===== src/rtl/core/dstq_pkg.sv =====
// Shared types, codes and constants of the deadline-sorted timer queue.
package dstq_pkg;

    localparam int NUM_IDS             = 16;
    localparam int ID_W                = 4;
    localparam int DEADLINE_W          = 64;
    localparam int TIMEOUT_W           = 32;
    localparam int DEFAULT_QUEUE_DEPTH = 16;

    // Operation codes of an input beat.
    localparam logic [1:0] OP_ADD    = 2'd0;
    localparam logic [1:0] OP_REMOVE = 2'd1;
    localparam logic [1:0] OP_TICK   = 2'd2;

    // Result kinds.
    localparam logic [2:0] KIND_ADDED     = 3'd0;
    localparam logic [2:0] KIND_REMOVED   = 3'd1;
    localparam logic [2:0] KIND_NOT_FOUND = 3'd2;
    localparam logic [2:0] KIND_FULL      = 3'd3;
    localparam logic [2:0] KIND_EXPIRED   = 3'd4;
    localparam logic [2:0] KIND_NOTHING   = 3'd5;

    typedef struct packed {
        logic [1:0]            op;
        logic [DEADLINE_W-1:0] now_time;
        logic [TIMEOUT_W-1:0]  timeout;
        logic [ID_W-1:0]       target_id;
    } in_t;

    typedef struct packed {
        logic [2:0]            kind;
        logic [ID_W-1:0]       result_id;
        logic [DEADLINE_W-1:0] result_deadline;
        logic                  last;
    } out_t;

    // One table slot: deadline plus owning id.
    typedef struct packed {
        logic [DEADLINE_W-1:0] deadline;
        logic [ID_W-1:0]       id;
    } entry_t;

    typedef enum logic [3:0] {
        ST_IDLE,
        ST_DISPATCH,
        ST_ADD_RD,
        ST_ADD_CMP,
        ST_REM_RD,
        ST_REM_CMP,
        ST_TICK_RD,
        ST_TICK_CMP,
        ST_SH_RD,
        ST_SH_WR
    } state_t;

    typedef enum logic [3:0] {
        CMD_NOP,
        CMD_LOAD,
        CMD_FULL,
        CMD_ADD_RD,
        CMD_ADD_SHIFT,
        CMD_ADD_PUT,
        CMD_RD,
        CMD_IDX_INC,
        CMD_NOT_FOUND,
        CMD_REM_HIT,
        CMD_TICK_TAKE,
        CMD_TICK_END,
        CMD_SH_WR,
        CMD_SH_DONE
    } cmd_t;

    typedef struct packed {
        logic [1:0] op;
        logic       full;
        logic       idx_zero;
        logic       idx_at_count;
        logic       later;
        logic       expired;
        logic       id_match;
        logic       pend_valid;
    } status_t;

endpackage


===== src/rtl/core/dstq_ctrl.sv =====
// Sequencing state machine of the timer queue: walks the table for each add that fits, each remove and each tick.
module dstq_ctrl (
    input  logic              clk,
    input  logic              rst_n,
    input  logic              start,
    input  dstq_pkg::status_t status,
    output dstq_pkg::cmd_t    cmd,
    output logic              busy
);

    dstq_pkg::state_t state_reg;
    dstq_pkg::state_t state_next;

    always_ff @(posedge clk or negedge rst_n)
    begin
        if (!rst_n)
        begin
            state_reg <= dstq_pkg::ST_IDLE;
        end
        else
        begin
            state_reg <= state_next;
        end
    end

    always_comb
    begin
        state_next = state_reg;
        cmd        = dstq_pkg::CMD_NOP;
        busy       = (state_reg != dstq_pkg::ST_IDLE);
        case (state_reg)
            dstq_pkg::ST_IDLE:
            begin
                if (start)
                begin
                    cmd        = dstq_pkg::CMD_LOAD;
                    state_next = dstq_pkg::ST_DISPATCH;
                end
            end
            dstq_pkg::ST_DISPATCH:
            begin
                case (status.op)
                    dstq_pkg::OP_ADD:
                    begin
                        if (status.full)
                        begin
                            cmd        = dstq_pkg::CMD_FULL;
                            state_next = dstq_pkg::ST_IDLE;
                        end
                        else
                        begin
                            state_next = dstq_pkg::ST_ADD_RD;
                        end
                    end
                    dstq_pkg::OP_REMOVE: state_next = dstq_pkg::ST_REM_RD;
                    dstq_pkg::OP_TICK:   state_next = dstq_pkg::ST_TICK_RD;
                    default:             state_next = dstq_pkg::ST_IDLE;
                endcase
            end
            dstq_pkg::ST_ADD_RD:
            begin
                // Reached the head: the new timer goes in slot zero.
                if (status.idx_zero)
                begin
                    cmd        = dstq_pkg::CMD_ADD_PUT;
                    state_next = dstq_pkg::ST_IDLE;
                end
                else
                begin
                    cmd        = dstq_pkg::CMD_ADD_RD;
                    state_next = dstq_pkg::ST_ADD_CMP;
                end
            end
            dstq_pkg::ST_ADD_CMP:
            begin
                if (status.later)
                begin
                    cmd        = dstq_pkg::CMD_ADD_SHIFT;
                    state_next = dstq_pkg::ST_ADD_RD;
                end
                else
                begin
                    cmd        = dstq_pkg::CMD_ADD_PUT;
                    state_next = dstq_pkg::ST_IDLE;
                end
            end
            dstq_pkg::ST_REM_RD:
            begin
                if (status.idx_at_count)
                begin
                    cmd        = dstq_pkg::CMD_NOT_FOUND;
                    state_next = dstq_pkg::ST_IDLE;
                end
                else
                begin
                    cmd        = dstq_pkg::CMD_RD;
                    state_next = dstq_pkg::ST_REM_CMP;
                end
            end
            dstq_pkg::ST_REM_CMP:
            begin
                if (status.id_match)
                begin
                    cmd        = dstq_pkg::CMD_REM_HIT;
                    state_next = dstq_pkg::ST_SH_RD;
                end
                else
                begin
                    cmd        = dstq_pkg::CMD_IDX_INC;
                    state_next = dstq_pkg::ST_REM_RD;
                end
            end
            dstq_pkg::ST_TICK_RD:
            begin
                if (status.idx_at_count)
                begin
                    cmd        = dstq_pkg::CMD_TICK_END;
                    state_next = status.pend_valid ? dstq_pkg::ST_SH_RD : dstq_pkg::ST_IDLE;
                end
                else
                begin
                    cmd        = dstq_pkg::CMD_RD;
                    state_next = dstq_pkg::ST_TICK_CMP;
                end
            end
            dstq_pkg::ST_TICK_CMP:
            begin
                if (status.expired)
                begin
                    cmd        = dstq_pkg::CMD_TICK_TAKE;
                    state_next = dstq_pkg::ST_TICK_RD;
                end
                else
                begin
                    cmd        = dstq_pkg::CMD_TICK_END;
                    state_next = status.pend_valid ? dstq_pkg::ST_SH_RD : dstq_pkg::ST_IDLE;
                end
            end
            dstq_pkg::ST_SH_RD:
            begin
                if (status.idx_at_count)
                begin
                    cmd        = dstq_pkg::CMD_SH_DONE;
                    state_next = dstq_pkg::ST_IDLE;
                end
                else
                begin
                    cmd        = dstq_pkg::CMD_RD;
                    state_next = dstq_pkg::ST_SH_WR;
                end
            end
            dstq_pkg::ST_SH_WR:
            begin
                cmd        = dstq_pkg::CMD_SH_WR;
                state_next = dstq_pkg::ST_SH_RD;
            end
            default:
            begin
                state_next = dstq_pkg::ST_IDLE;
            end
        endcase
    end

endmodule


===== src/rtl/core/dstq_datapath.sv =====
// Table memory, pointers, id map and result register of the timer queue.
module dstq_datapath #(
    parameter int QUEUE_DEPTH = dstq_pkg::DEFAULT_QUEUE_DEPTH
) (
    input  logic              clk,
    input  logic              rst_n,
    input  dstq_pkg::in_t     item,
    input  dstq_pkg::cmd_t    cmd,
    output dstq_pkg::status_t status,
    output dstq_pkg::out_t    result,
    output logic              result_strobe
);

    localparam int CAP = (QUEUE_DEPTH < dstq_pkg::NUM_IDS) ? QUEUE_DEPTH : dstq_pkg::NUM_IDS;
    localparam int AW  = $clog2(CAP);
    localparam int CW  = $clog2(CAP + 1);
    localparam int DW  = dstq_pkg::DEADLINE_W;
    localparam int IW  = dstq_pkg::ID_W;

    // Table memory
    dstq_pkg::entry_t mem [CAP];
    dstq_pkg::entry_t rd_q;
    logic             mem_we;
    logic             mem_re;
    logic [AW-1:0]    mem_waddr;
    logic [AW-1:0]    mem_raddr;
    dstq_pkg::entry_t mem_wdata;

    // Control state
    logic [CW-1:0]              count_reg, count_next;
    logic [dstq_pkg::NUM_IDS-1:0] map_reg, map_next;
    logic [CW-1:0]              idx_reg, idx_next;
    logic [CW-1:0]              wr_reg, wr_next;
    logic                       pend_valid_reg, pend_valid_next;
    logic                       strobe_reg, strobe_next;

    // Payload
    dstq_pkg::in_t    in_reg, in_next;
    logic [DW-1:0]    dl_reg, dl_next;
    logic [IW-1:0]    new_id_reg, new_id_next;
    dstq_pkg::entry_t pend_reg, pend_next;
    dstq_pkg::out_t   res_reg, res_next;

    logic [DW:0]      sum;
    logic [IW-1:0]    lowest_free;
    logic [CW-1:0]    idx_m1;

    assign sum    = {1'b0, item.now_time} + {{(DW + 1 - dstq_pkg::TIMEOUT_W){1'b0}}, item.timeout};
    assign idx_m1 = idx_reg - CW'(1);

    always_comb
    begin
        lowest_free = '0;
        for (int i = dstq_pkg::NUM_IDS - 1; i >= 0; i--)
        begin
            if (map_reg[i])
            begin
                lowest_free = IW'(i);
            end
        end
    end

    assign status.op           = in_reg.op;
    assign status.full         = (count_reg >= CW'(CAP)) || (map_reg == '0);
    assign status.idx_zero     = (idx_reg == '0);
    assign status.idx_at_count = (idx_reg == count_reg);
    assign status.later        = (rd_q.deadline > dl_reg);
    assign status.expired      = (rd_q.deadline <= in_reg.now_time);
    assign status.id_match     = (rd_q.id == in_reg.target_id);
    assign status.pend_valid   = pend_valid_reg;

    always_comb
    begin
        count_next      = count_reg;
        map_next        = map_reg;
        idx_next        = idx_reg;
        wr_next         = wr_reg;
        pend_valid_next = pend_valid_reg;
        strobe_next     = 1'b0;
        in_next         = in_reg;
        dl_next         = dl_reg;
        new_id_next     = new_id_reg;
        pend_next       = pend_reg;
        res_next        = res_reg;
        mem_we          = 1'b0;
        mem_re          = 1'b0;
        mem_waddr       = idx_reg[AW-1:0];
        mem_raddr       = idx_reg[AW-1:0];
        mem_wdata       = rd_q;
        case (cmd)
            dstq_pkg::CMD_LOAD:
            begin
                in_next         = item;
                dl_next         = sum[DW] ? {DW{1'b1}} : sum[DW-1:0];
                new_id_next     = lowest_free;
                idx_next        = (item.op == dstq_pkg::OP_ADD) ? count_reg : '0;
                pend_valid_next = 1'b0;
            end
            dstq_pkg::CMD_FULL:
            begin
                strobe_next              = 1'b1;
                res_next.kind            = dstq_pkg::KIND_FULL;
                res_next.result_id       = '0;
                res_next.result_deadline = '0;
                res_next.last            = 1'b1;
            end
            dstq_pkg::CMD_ADD_RD:
            begin
                mem_re    = 1'b1;
                mem_raddr = idx_m1[AW-1:0];
            end
            dstq_pkg::CMD_ADD_SHIFT:
            begin
                // Move the later entry up one slot.
                mem_we   = 1'b1;
                idx_next = idx_m1;
            end
            dstq_pkg::CMD_ADD_PUT:
            begin
                mem_we                   = 1'b1;
                mem_wdata.deadline       = dl_reg;
                mem_wdata.id             = new_id_reg;
                count_next               = count_reg + CW'(1);
                map_next                 = map_reg & ~(dstq_pkg::NUM_IDS'(1) << new_id_reg);
                strobe_next              = 1'b1;
                res_next.kind            = dstq_pkg::KIND_ADDED;
                res_next.result_id       = new_id_reg;
                res_next.result_deadline = dl_reg;
                res_next.last            = 1'b1;
            end
            dstq_pkg::CMD_RD:
            begin
                mem_re = 1'b1;
            end
            dstq_pkg::CMD_IDX_INC:
            begin
                idx_next = idx_reg + CW'(1);
            end
            dstq_pkg::CMD_NOT_FOUND:
            begin
                strobe_next              = 1'b1;
                res_next.kind            = dstq_pkg::KIND_NOT_FOUND;
                res_next.result_id       = in_reg.target_id;
                res_next.result_deadline = '0;
                res_next.last            = 1'b1;
            end
            dstq_pkg::CMD_REM_HIT:
            begin
                map_next                 = map_reg | (dstq_pkg::NUM_IDS'(1) << rd_q.id);
                wr_next                  = idx_reg;
                idx_next                 = idx_reg + CW'(1);
                strobe_next              = 1'b1;
                res_next.kind            = dstq_pkg::KIND_REMOVED;
                res_next.result_id       = rd_q.id;
                res_next.result_deadline = '0;
                res_next.last            = 1'b1;
            end
            dstq_pkg::CMD_TICK_TAKE:
            begin
                // Release the held entry now that another one follows it.
                if (pend_valid_reg)
                begin
                    strobe_next              = 1'b1;
                    res_next.kind            = dstq_pkg::KIND_EXPIRED;
                    res_next.result_id       = pend_reg.id;
                    res_next.result_deadline = pend_reg.deadline;
                    res_next.last            = 1'b0;
                end
                pend_next       = rd_q;
                pend_valid_next = 1'b1;
                map_next        = map_reg | (dstq_pkg::NUM_IDS'(1) << rd_q.id);
                idx_next        = idx_reg + CW'(1);
            end
            dstq_pkg::CMD_TICK_END:
            begin
                strobe_next = 1'b1;
                if (pend_valid_reg)
                begin
                    res_next.kind            = dstq_pkg::KIND_EXPIRED;
                    res_next.result_id       = pend_reg.id;
                    res_next.result_deadline = pend_reg.deadline;
                end
                else
                begin
                    res_next.kind            = dstq_pkg::KIND_NOTHING;
                    res_next.result_id       = '0;
                    res_next.result_deadline = '0;
                end
                res_next.last   = 1'b1;
                pend_valid_next = 1'b0;
                wr_next         = '0;
            end
            dstq_pkg::CMD_SH_WR:
            begin
                mem_we    = 1'b1;
                mem_waddr = wr_reg[AW-1:0];
                wr_next   = wr_reg + CW'(1);
                idx_next  = idx_reg + CW'(1);
            end
            dstq_pkg::CMD_SH_DONE:
            begin
                count_next = wr_reg;
            end
            default:
            begin
            end
        endcase
    end

    always_ff @(posedge clk)
    begin
        if (mem_we)
        begin
            mem[mem_waddr] <= mem_wdata;
        end
        if (mem_re)
        begin
            rd_q <= mem[mem_raddr];
        end
    end

    always_ff @(posedge clk or negedge rst_n)
    begin
        if (!rst_n)
        begin
            count_reg      <= '0;
            map_reg        <= '1;
            idx_reg        <= '0;
            wr_reg         <= '0;
            pend_valid_reg <= 1'b0;
            strobe_reg     <= 1'b0;
        end
        else
        begin
            count_reg      <= count_next;
            map_reg        <= map_next;
            idx_reg        <= idx_next;
            wr_reg         <= wr_next;
            pend_valid_reg <= pend_valid_next;
            strobe_reg     <= strobe_next;
        end
    end

    always_ff @(posedge clk)
    begin
        in_reg     <= in_next;
        dl_reg     <= dl_next;
        new_id_reg <= new_id_next;
        pend_reg   <= pend_next;
        res_reg    <= res_next;
    end

    assign result        = res_reg;
    assign result_strobe = strobe_reg;

endmodule


===== src/rtl/core/deadline_sorted_timer_queue.sv =====
// Top level of the deadline-sorted timer queue: controller plus datapath.
//
// Usage: drive item and raise start; a beat is taken at the clock edge where
// start is high and busy is low. Ops: add (now_time + timeout, saturating,
// gets the lowest free id), remove by target_id, and tick with now_time, which
// emits every timer due at or before now_time in deadline order, equal
// deadlines in arrival order, with last set on the final beat.
// Each result appears on result for exactly one cycle with result_strobe
// high, in the cycle after the step that makes it; the receiver cannot stall.
// Work per op while busy, n pending timers (n at most 16):
//   add     walks from the tail, moving later entries up; full: no walk
//   remove  scans from the head to find the slot, then closes the gap;
//           not found: scans all n entries
//   tick    scans the expired entries from the head, then compacts the
//           table when any expired
// One op at a time: no beat is taken while busy is high. Each step of the
// walk over the single-port table is a registered read followed by a
// compare or a write. Reset empties the queue and frees all ids; the table
// holds no valid data until written and needs no clearing pass.
module deadline_sorted_timer_queue #(
    parameter int QUEUE_DEPTH = dstq_pkg::DEFAULT_QUEUE_DEPTH
) (
    input  logic           clk,
    input  logic           rst_n,
    input  logic           start,
    output logic           busy,
    input  dstq_pkg::in_t  item,
    output dstq_pkg::out_t result,
    output logic           result_strobe
);

    dstq_pkg::cmd_t    cmd;
    dstq_pkg::status_t status;

    // Sequence the table walk.
    dstq_ctrl u_ctrl (
        .clk    (clk),
        .rst_n  (rst_n),
        .start  (start),
        .status (status),
        .cmd    (cmd),
        .busy   (busy)
    );

    // Hold the table, id map and result register.
    dstq_datapath #(
        .QUEUE_DEPTH (QUEUE_DEPTH)
    ) u_datapath (
        .clk           (clk),
        .rst_n         (rst_n),
        .item          (item),
        .cmd           (cmd),
        .status        (status),
        .result        (result),
        .result_strobe (result_strobe)
    );

endmodule


===== config.mk =====
export PLATFORM = sky130hd
export DESIGN_NAME = deadline_sorted_timer_queue
export DESIGN_NICKNAME = d
export VERILOG_FILES = /design/src/rtl/core/dstq_pkg.sv /design/src/rtl/core/dstq_ctrl.sv /design/src/rtl/core/dstq_datapath.sv /design/src/rtl/core/deadline_sorted_timer_queue.sv
export SDC_FILE = /design/constraint.sdc
export NUM_CORES = 2
export LEC_CHECK = 0
export CAP_MARGIN = 20
export CORE_MARGIN = 3
export CORE_UTILIZATION = 40
export DETAILED_ROUTE_END_ITERATION = 10
export DONT_BUFFER_PORTS = 1
export GPL_TIMING_DRIVEN = 0
export HOLD_SLACK_MARGIN = 0.02
export PLACE_DENSITY_LB_ADDON = 0.2
export REMOVE_ABC_BUFFERS = 1
export SLEW_MARGIN = 20
export SYNTH_ARGS = -nofsm -noshare
export SYNTH_HDL_FRONTEND = slang
export SYNTH_SLANG_ARGS = --single-unit

===== constraint.sdc =====
create_clock -name clk -period 25.7 [get_ports clk]
set_clock_uncertainty 0.15 [all_clocks]
set_input_delay 5.14 -clock clk [delete_from_list [all_inputs] [get_ports clk]]
set_output_delay 5.14 -clock clk [all_outputs]
set_load 0.01 [all_outputs]

* Yosys cells after proc, flatten, opt, wreduce, memory -nomap -nowiden
Memories as Yosys holds them, arrays and structs flattened. A register that Yosys moved wholly into a read port is not among the register bits.
Index checks and enable logic that the tools add are counted.
** Cells by class
- $add $sub $neg :: 5
- Order comparisons :: 3
- Equality and inequality tests :: 28
- Shifts and indexed selects :: 2
- Mux-type cells :: 56
- Bitwise operators :: 3
- Reductions and logical operators :: 23
** Operator list (count)
- one-hot mux 72 bit (6 select lines) :: 1
- 2-to-1 mux 4 bit :: 21
- one-hot mux 4 bit (10 select lines) :: 2
- 2-to-1 mux 72 bit :: 1
- 2-to-1 mux 69 bit :: 1
- 2-to-1 mux 68 bit :: 1
- adder 64 x 32 -> 65 bit :: 1
- > comparator 64 bit :: 1
- less-or-equal comparator 64 bit :: 1
- == test 4 x 3 -> 1 bit (second input constant) :: 8
- == test 4 bit (second input constant) :: 8
- one-hot mux 16 bit (2 select lines) :: 1
- left shift 1 x 4 -> 16 bit (first input constant) :: 2
- one-hot mux 5 bit (3 select lines) :: 2
- 2-to-1 mux 3 bit :: 6
- AND 16 bit :: 1
- == test 4 x 2 -> 1 bit (second input constant) :: 4
- logical NOT 16 bit :: 1
- NOT 16 bit :: 1
- OR 16 bit :: 1
- adder 5 x 1 -> 5 bit (second input constant) :: 3
- 2-to-1 mux 2 bit :: 6
- one-hot mux 5 bit (2 select lines) :: 1
- 2-to-1 mux 1 bit :: 9
- other kinds (26) :: 36
** Word-level totals
- Flip-flop bits (word level) :: 315
- RAM bits :: 1088
- Input port bits :: 105
- Output and inout bits :: 74
- Word-level logic and storage cells :: 142
- Memories kept :: 1
** Memory list
- u_datapath.mem :: depth 16, bits a word 68, read ports 1, clocked after memory_dff 1, wr ports 1, RTL line dstq_datapath.sv:21 : dstq_pkg::entry_t mem [CAP];

* Depth between registers and ports, before layout
- Word-level depth :: 15
- Depth in mapped cells :: 13
- Mapped depth without buffers :: 12

* Cells and area by module
From an unflattened synthesis, not the netlist that was laid out.
** Second synthesis, totals
- Cells, all modules :: 3446
- Area total of the unflattened synthesis :: 61542.8 um2
** Modules (own cells, without submodules)
- dstq_datapath :: times used 1, cells an instance 3380, area each 61033.5 um2
- dstq_ctrl :: times used 1, cells an instance 66, area each 509.2 um2

* Least setup slack after synthesis
No wires, ideal clock.
- Path kind :: input-to-reg
- Start :: input start
- End :: register, netlist name u_datapath.rd_q[0]
- Library setup time :: 0.679 ns
- Arrival time :: 12.794 ns
- Setup slack :: 12.076 ns
- Cell stages on the path :: 5
- Path buffers :: 0
- Path through :: o21ai_0 a21oi_1 a311oi_1 o21ai_2 o41ai_1
** Between the ends
- Longest elaborated chain between the ends :: 5
- Elaborated cells on any way between the ends :: 7
** Ends and longest elaborated chain
- from (decl) :: RTL line deadline_sorted_timer_queue.sv:25 : input logic start,
- 2-to-1 mux 1 bit * :: RTL line dstq_ctrl.sv:34 : if (start)
- one-hot mux 4 bit (10 select lines) * :: RTL line dstq_ctrl.sv:31 : case (state_reg)
- == test 4 x 3 -> 1 bit or == test 4 x 2 -> 1 bit (tied branches) :: RTL line dstq_datapath.sv:90 : case (cmd)
- OR reduction 2 bit (no line) *
- 2-to-1 mux 1 bit * :: RTL line dstq_datapath.sv:90
- net u_datapath.mem_re :: RTL line dstq_datapath.sv:24 : logic mem_re;
The timed path passes the listed nets; every way through them passes the cells marked *.
A chain may end at the register's enable or synchronous reset.

* Worst setup path in the final report
- Start :: input item[69] in the netlist's numbering
- End :: register u_datapath.dl_reg[35] (data pin)
** Between the ends
- Longest elaborated chain between the ends :: 1
** Ends and longest elaborated chain
- from (decl) :: RTL line deadline_sorted_timer_queue.sv:27 : input dstq_pkg::in_t item,
- adder 64 x 32 -> 65 bit :: RTL line dstq_datapath.sv:48 : assign sum = {1'b0, item.now_time} + {{(DW + 1 - dstq_pkg::TIMEOUT_W){1'b0}}, item.timeout};
- to (signal assigned) :: RTL line dstq_datapath.sv:247 : dl_reg <= dl_next;
- to (decl) :: RTL line dstq_datapath.sv:39 : logic [DW-1:0] dl_reg, dl_next;
Every way passes these cells.

==> results_dict.tcl <==
set metrics [dict create \
    max_slew.worst_pin.slew_ns 1.041 \
    power.static_leakage_uw 0.02442 \
    crit-reg2reg-launch "u_datapath.rd_q[49]$_DFFE_PP_" \
    cts_made_buffers 156 \
    nets 3803 \
    clkSinkCount 1471 \
    setup-tns-final_ns 0 \
    cp.arrival_ns 9.25 \
    postSynth.asyncResetShare 0.02515 \
    final.period_utilization 0.3412 \
    hold_path_end "u_datapath.map_reg[0]$_DFFE_PN1P_" \
    cts_tree "yes" \
    clkPwrFrac 0.241 \
    globalRouteOverflowTotal 0 \
    crit-reg2reg-capture "u_datapath.rd_q[12]$_DFFE_PP_" \
    global_route_wire_length_before_repair_um 243500 \
    detail_route.drc_violations 0 \
    pin_count_of_the_biggest_net_entering_global_routing 84 \
    cts.repair_timing.setup_buffer_count 0 \
    drt-vias-per-instance 5.704 \
    core_um2 154200 \
    post_synth_num_cell_types 105 \
    total_via_count_in_the_routed_design 32499 \
    register_ranked_first_by_flip_flop_count "u_datapath.mem" \
    globalplace.congestion 0.8197 \
    finalCriticalPeriod_ns 8.769 \
    final_wirelength_um 168200 \
    max_slew_margin 0.3027 \
    via_count_of_the_first_global_routing_pass 33261 \
    postLayoutSetupSlackWorst_ns 16.93 \
    syn_avg_cell_area_um2 18.71 \
    timing_worst_setup_path_type "in2reg" \
    area.growth.synth_to_final_pct 17.44 \
    synth_warnings 0 \
    cts_root_buffer "sky130_fd_sc_hd__clkbuf_16" \
    switching_power_uw 2884 \
    synth.ff_latch_count 1471 \
    post-place-ws_ns 16.16 \
    place_inst 5416 \
    comb_power_share 0.352 \
    regToRegSetupSlack_ns 18.91 \
    netlist_instances 3325 \
    clk_path_buf_depth 3 \
    groute.layer.met1.usage 0.2880 \
    die_area_um2 160300 \
    worst_skew_late_latency_ns 0.80 \
    min_path_type "reg2reg" \
    num_rows 144 \
    cp-end-kind "register" \
    worst-r2r-cell-count 15 \
    ctsHtreeMaxLevel 4 \
    synth_enable_flop_cells 1434 \
    largest_register_ff_count 1088 \
    crit_required_ns 26.18 \
    design.portCount 179 \
    cell_internal_pwr_uw 6169 \
    seq_power_share 0.407 \
    postSynth.topFlopCell "sky130_fd_sc_hd__edfxtp_1" \
    area_of_the_multi_input_gates_um2 16900 \
    final-instance-count-excl-fill 5698 \
    groute.usage.overall 0.2095 \
    critPathLaunchType "input port" \
    firstDrtPassIters 5 \
    filler_cell_count 12797 \
    port_buffers 0 \
    sequential_cell_area_in_the_final_layout_um2 44010 \
    die_w_um 400.4 \
    mostFrequentLayoutCells "sky130_fd_sc_hd__edfxtp_1 (1434), sky130_fd_sc_hd__mux4_2 (340), sky130_fd_sc_hd__inv_1 (175), sky130_fd_sc_hd__ha_1 (166), sky130_fd_sc_hd__clkbuf_16 (160)" \
    clk_pin_slew_worst_paths_ns 0.06 \
    antenna_found_initial 7 \
    hold_crit_depth 2 \
    synth_area_um2 62210 \
    timing.final.hold_violations 0 \
    powerDensity_nw_per_um2 123.9 \
    wire_per_inst_um 29.53 \
    drtIter0Drc 3171 \
    timing_max_transition_violations_final 0 \
    dp_hpwl_um 116700 \
    grt-busiest-layer "met2" \
    die-height_um 400.4 \
    post_route_cells_drive_above_1_share 0.2458 \
    post_cts_resized 0 \
    worst-path-max-fanout 13 \
    swShare 0.3186 \
    rsz0062_at_grt "false" \
    status "complete, no violations" \
    seq_area_frac_synth 0.7074 \
    vdd_drop_max_v 0.00007052 \
    groute.layer.met3.usage 0.05122 \
    floorplan.initialDensity 0.4033 \
    start_point_of_the_worst_hold_path "u_datapath.map_reg[0]$_DFFE_PN1P_" \
    timing.fmax_mhz 114.0 \
    max_cap_violations 0 \
    cts_hold_repair.buffers 0 \
    setup-violations-final 0 \
    drtAntennaViolNets 0 \
    global_route.usage.met2 0.3305 \
    mostFrequentLayoutCell "sky130_fd_sc_hd__edfxtp_1" \
]
[metrics by stage]
stage,total power [uW],instance area [um2],util,hold WS [ns]
after floorplan,6273,61310,-,0.2940
after global placement,7768,63860,0.4141,0.3268
after detailed placement,6960,68160,0.4420,0.3345
after CTS,9157,73050,0.4736,0.3425
after global routing,9479,73050,0.4737,0.3568
final,9053,73060,0.4737,0.3418
[cells by family (layout without fill, tap and decap cells)]
group / after synthesis / count (layout) / synth area share
other cells: 0 / 1 / 0
mux: 433 / 433 / 0.1396
simple gates: 467 / 467 / 0.03916
compound gates: 431 / 431 / 0.04970
fa+ha+maj: 167 / 167 / 0.03371
flops: 1471 / 1471 / 0.7074
buf+inv: 321 / 649 / 0.02524
xor+xnor: 35 / 35 / 0.005169
[layout make-up]
class	count	share of cell area
clock inverters	86	0.01017
well taps	2044	0.03501
repair buffers	191	0.05511
flip-flops and latches	1471	0.6024
inverters	178	0.009317
multi-input cells	1533	0.2313
diodes	1	0.00003425
clock buffers	194	0.05669
[layer usage]
metal | share of wire | vias to the layer above | wire length (um)
li1 | - | 13985 | -
met1 | 0.42 | 17152 | 71350
met2 | 0.47 | 1118 | 79610
met3 | 0.073 | 238 | 12270
met4 | 0.030 | 6 | 4977
met5 | 0.00024 | - | 41
[cell usage after synthesis, types with 6 or more instances]
cell | instances | area, um2
sky130_fd_sc_hd__mux2_2 | 59 | 664.4
sky130_fd_sc_hd__nand3b_1 | 7 | 52.55
sky130_fd_sc_hd__o31ai_1 | 13 | 97.59
sky130_fd_sc_hd__buf_4 | 13 | 97.59
sky130_fd_sc_hd__buf_8 | 8 | 120.1
sky130_fd_sc_hd__a2bb2oi_1 | 6 | 52.55
sky130_fd_sc_hd__o21bai_1 | 8 | 60.06
sky130_fd_sc_hd__o21ai_1 | 7 | 35.03
sky130_fd_sc_hd__dfstp_2 | 16 | 420.4
sky130_fd_sc_hd__clkbuf_1 | 51 | 191.4
sky130_fd_sc_hd__a221oi_1 | 9 | 78.83
sky130_fd_sc_hd__a221o_1 | 7 | 70.07
sky130_fd_sc_hd__a21o_1 | 28 | 210.2
sky130_fd_sc_hd__a22o_1 | 69 | 604.3
sky130_fd_sc_hd__buf_6 | 18 | 202.7
sky130_fd_sc_hd__nand2b_1 | 20 | 125.1
sky130_fd_sc_hd__inv_1 | 177 | 664.4
sky130_fd_sc_hd__a211oi_1 | 11 | 82.58
sky130_fd_sc_hd__or3_1 | 7 | 43.79
sky130_fd_sc_hd__mux2i_1 | 20 | 200.2
sky130_fd_sc_hd__xnor2_1 | 16 | 140.1
sky130_fd_sc_hd__buf_2 | 40 | 200.2
sky130_fd_sc_hd__nor2_1 | 79 | 296.5
sky130_fd_sc_hd__dfrtp_1 | 21 | 525.5
sky130_fd_sc_hd__o21a_1 | 14 | 105.1
sky130_fd_sc_hd__nand2_1 | 126 | 473.0
sky130_fd_sc_hd__ha_1 | 166 | 2077
sky130_fd_sc_hd__nor3b_1 | 14 | 105.1
sky130_fd_sc_hd__mux4_2 | 340 | 7657
sky130_fd_sc_hd__nor3_1 | 49 | 245.2
sky130_fd_sc_hd__a21oi_1 | 120 | 600.6
sky130_fd_sc_hd__and2_1 | 8 | 50.05
sky130_fd_sc_hd__nor2b_1 | 13 | 81.33
sky130_fd_sc_hd__o22ai_1 | 6 | 37.54
sky130_fd_sc_hd__a31oi_1 | 15 | 93.84
sky130_fd_sc_hd__nand4_1 | 35 | 219.0
sky130_fd_sc_hd__xor2_1 | 17 | 148.9
sky130_fd_sc_hd__nand3_1 | 45 | 225.2
sky130_fd_sc_hd__nor4_1 | 18 | 112.6
sky130_fd_sc_hd__o21ai_0 | 53 | 265.3
sky130_fd_sc_hd__and3_1 | 16 | 100.1
sky130_fd_sc_hd__clkbuf_4 | 11 | 82.58
sky130_fd_sc_hd__mux2_1 | 13 | 146.4
sky130_fd_sc_hd__edfxtp_1 | 1434 | 43060
[power by group through the flow]
stage	Combinational, uW	Clock (uW)	Sequential, uW
after CTS	3240	2230	3690
after detailed placement	3230	0	3730
after global routing	3440	2320	3720
after floorplan	2620	0	3650
final	3190	2180	3680
after global placement	3910	0	3860
[how the worst max path moves through the flow]
| stage | to | from | depth (start not counted) |
|---|---|---|---|
| 3_5_place_dp | u_datapath.dl_reg[35]$_SDFFCE_PP1P_ | item[69] | 10 |
| 3_3_place_gp | u_datapath.rd_q[19]$_DFFE_PP_ | u_ctrl.state_reg[1]$_DFFE_PN0P_ | 5 |
| 2_1_floorplan | u_datapath.rd_q[0]$_DFFE_PP_ | u_datapath.idx_reg[0]$_DFFE_PN0P_ | 7 |
| 6_report | u_datapath.dl_reg[35]$_SDFFCE_PP1P_ | item[69] | 10 |
| 5_1_grt | u_datapath.dl_reg[35]$_SDFFCE_PP1P_ | item[69] | 10 |
| 4_1_cts | u_datapath.dl_reg[35]$_SDFFCE_PP1P_ | item[69] | 10 |
[worst max-delay path, cell delays in order]
cell	delay (ns)
sky130_fd_sc_hd__and3_1	0.25
sky130_fd_sc_hd__and3_1	0.61
sky130_fd_sc_hd__nand4_2	0.40
sky130_fd_sc_hd__nor3_2	0.34
sky130_fd_sc_hd__nand3_1	0.74
sky130_fd_sc_hd__a2111oi_4	0.89
sky130_fd_sc_hd__buf_4	0.33
sky130_fd_sc_hd__buf_4	0.24
sky130_fd_sc_hd__nor3b_1	0.07
sky130_fd_sc_hd__a31oi_1	0.19
Power figures use the tool's default switching activity.
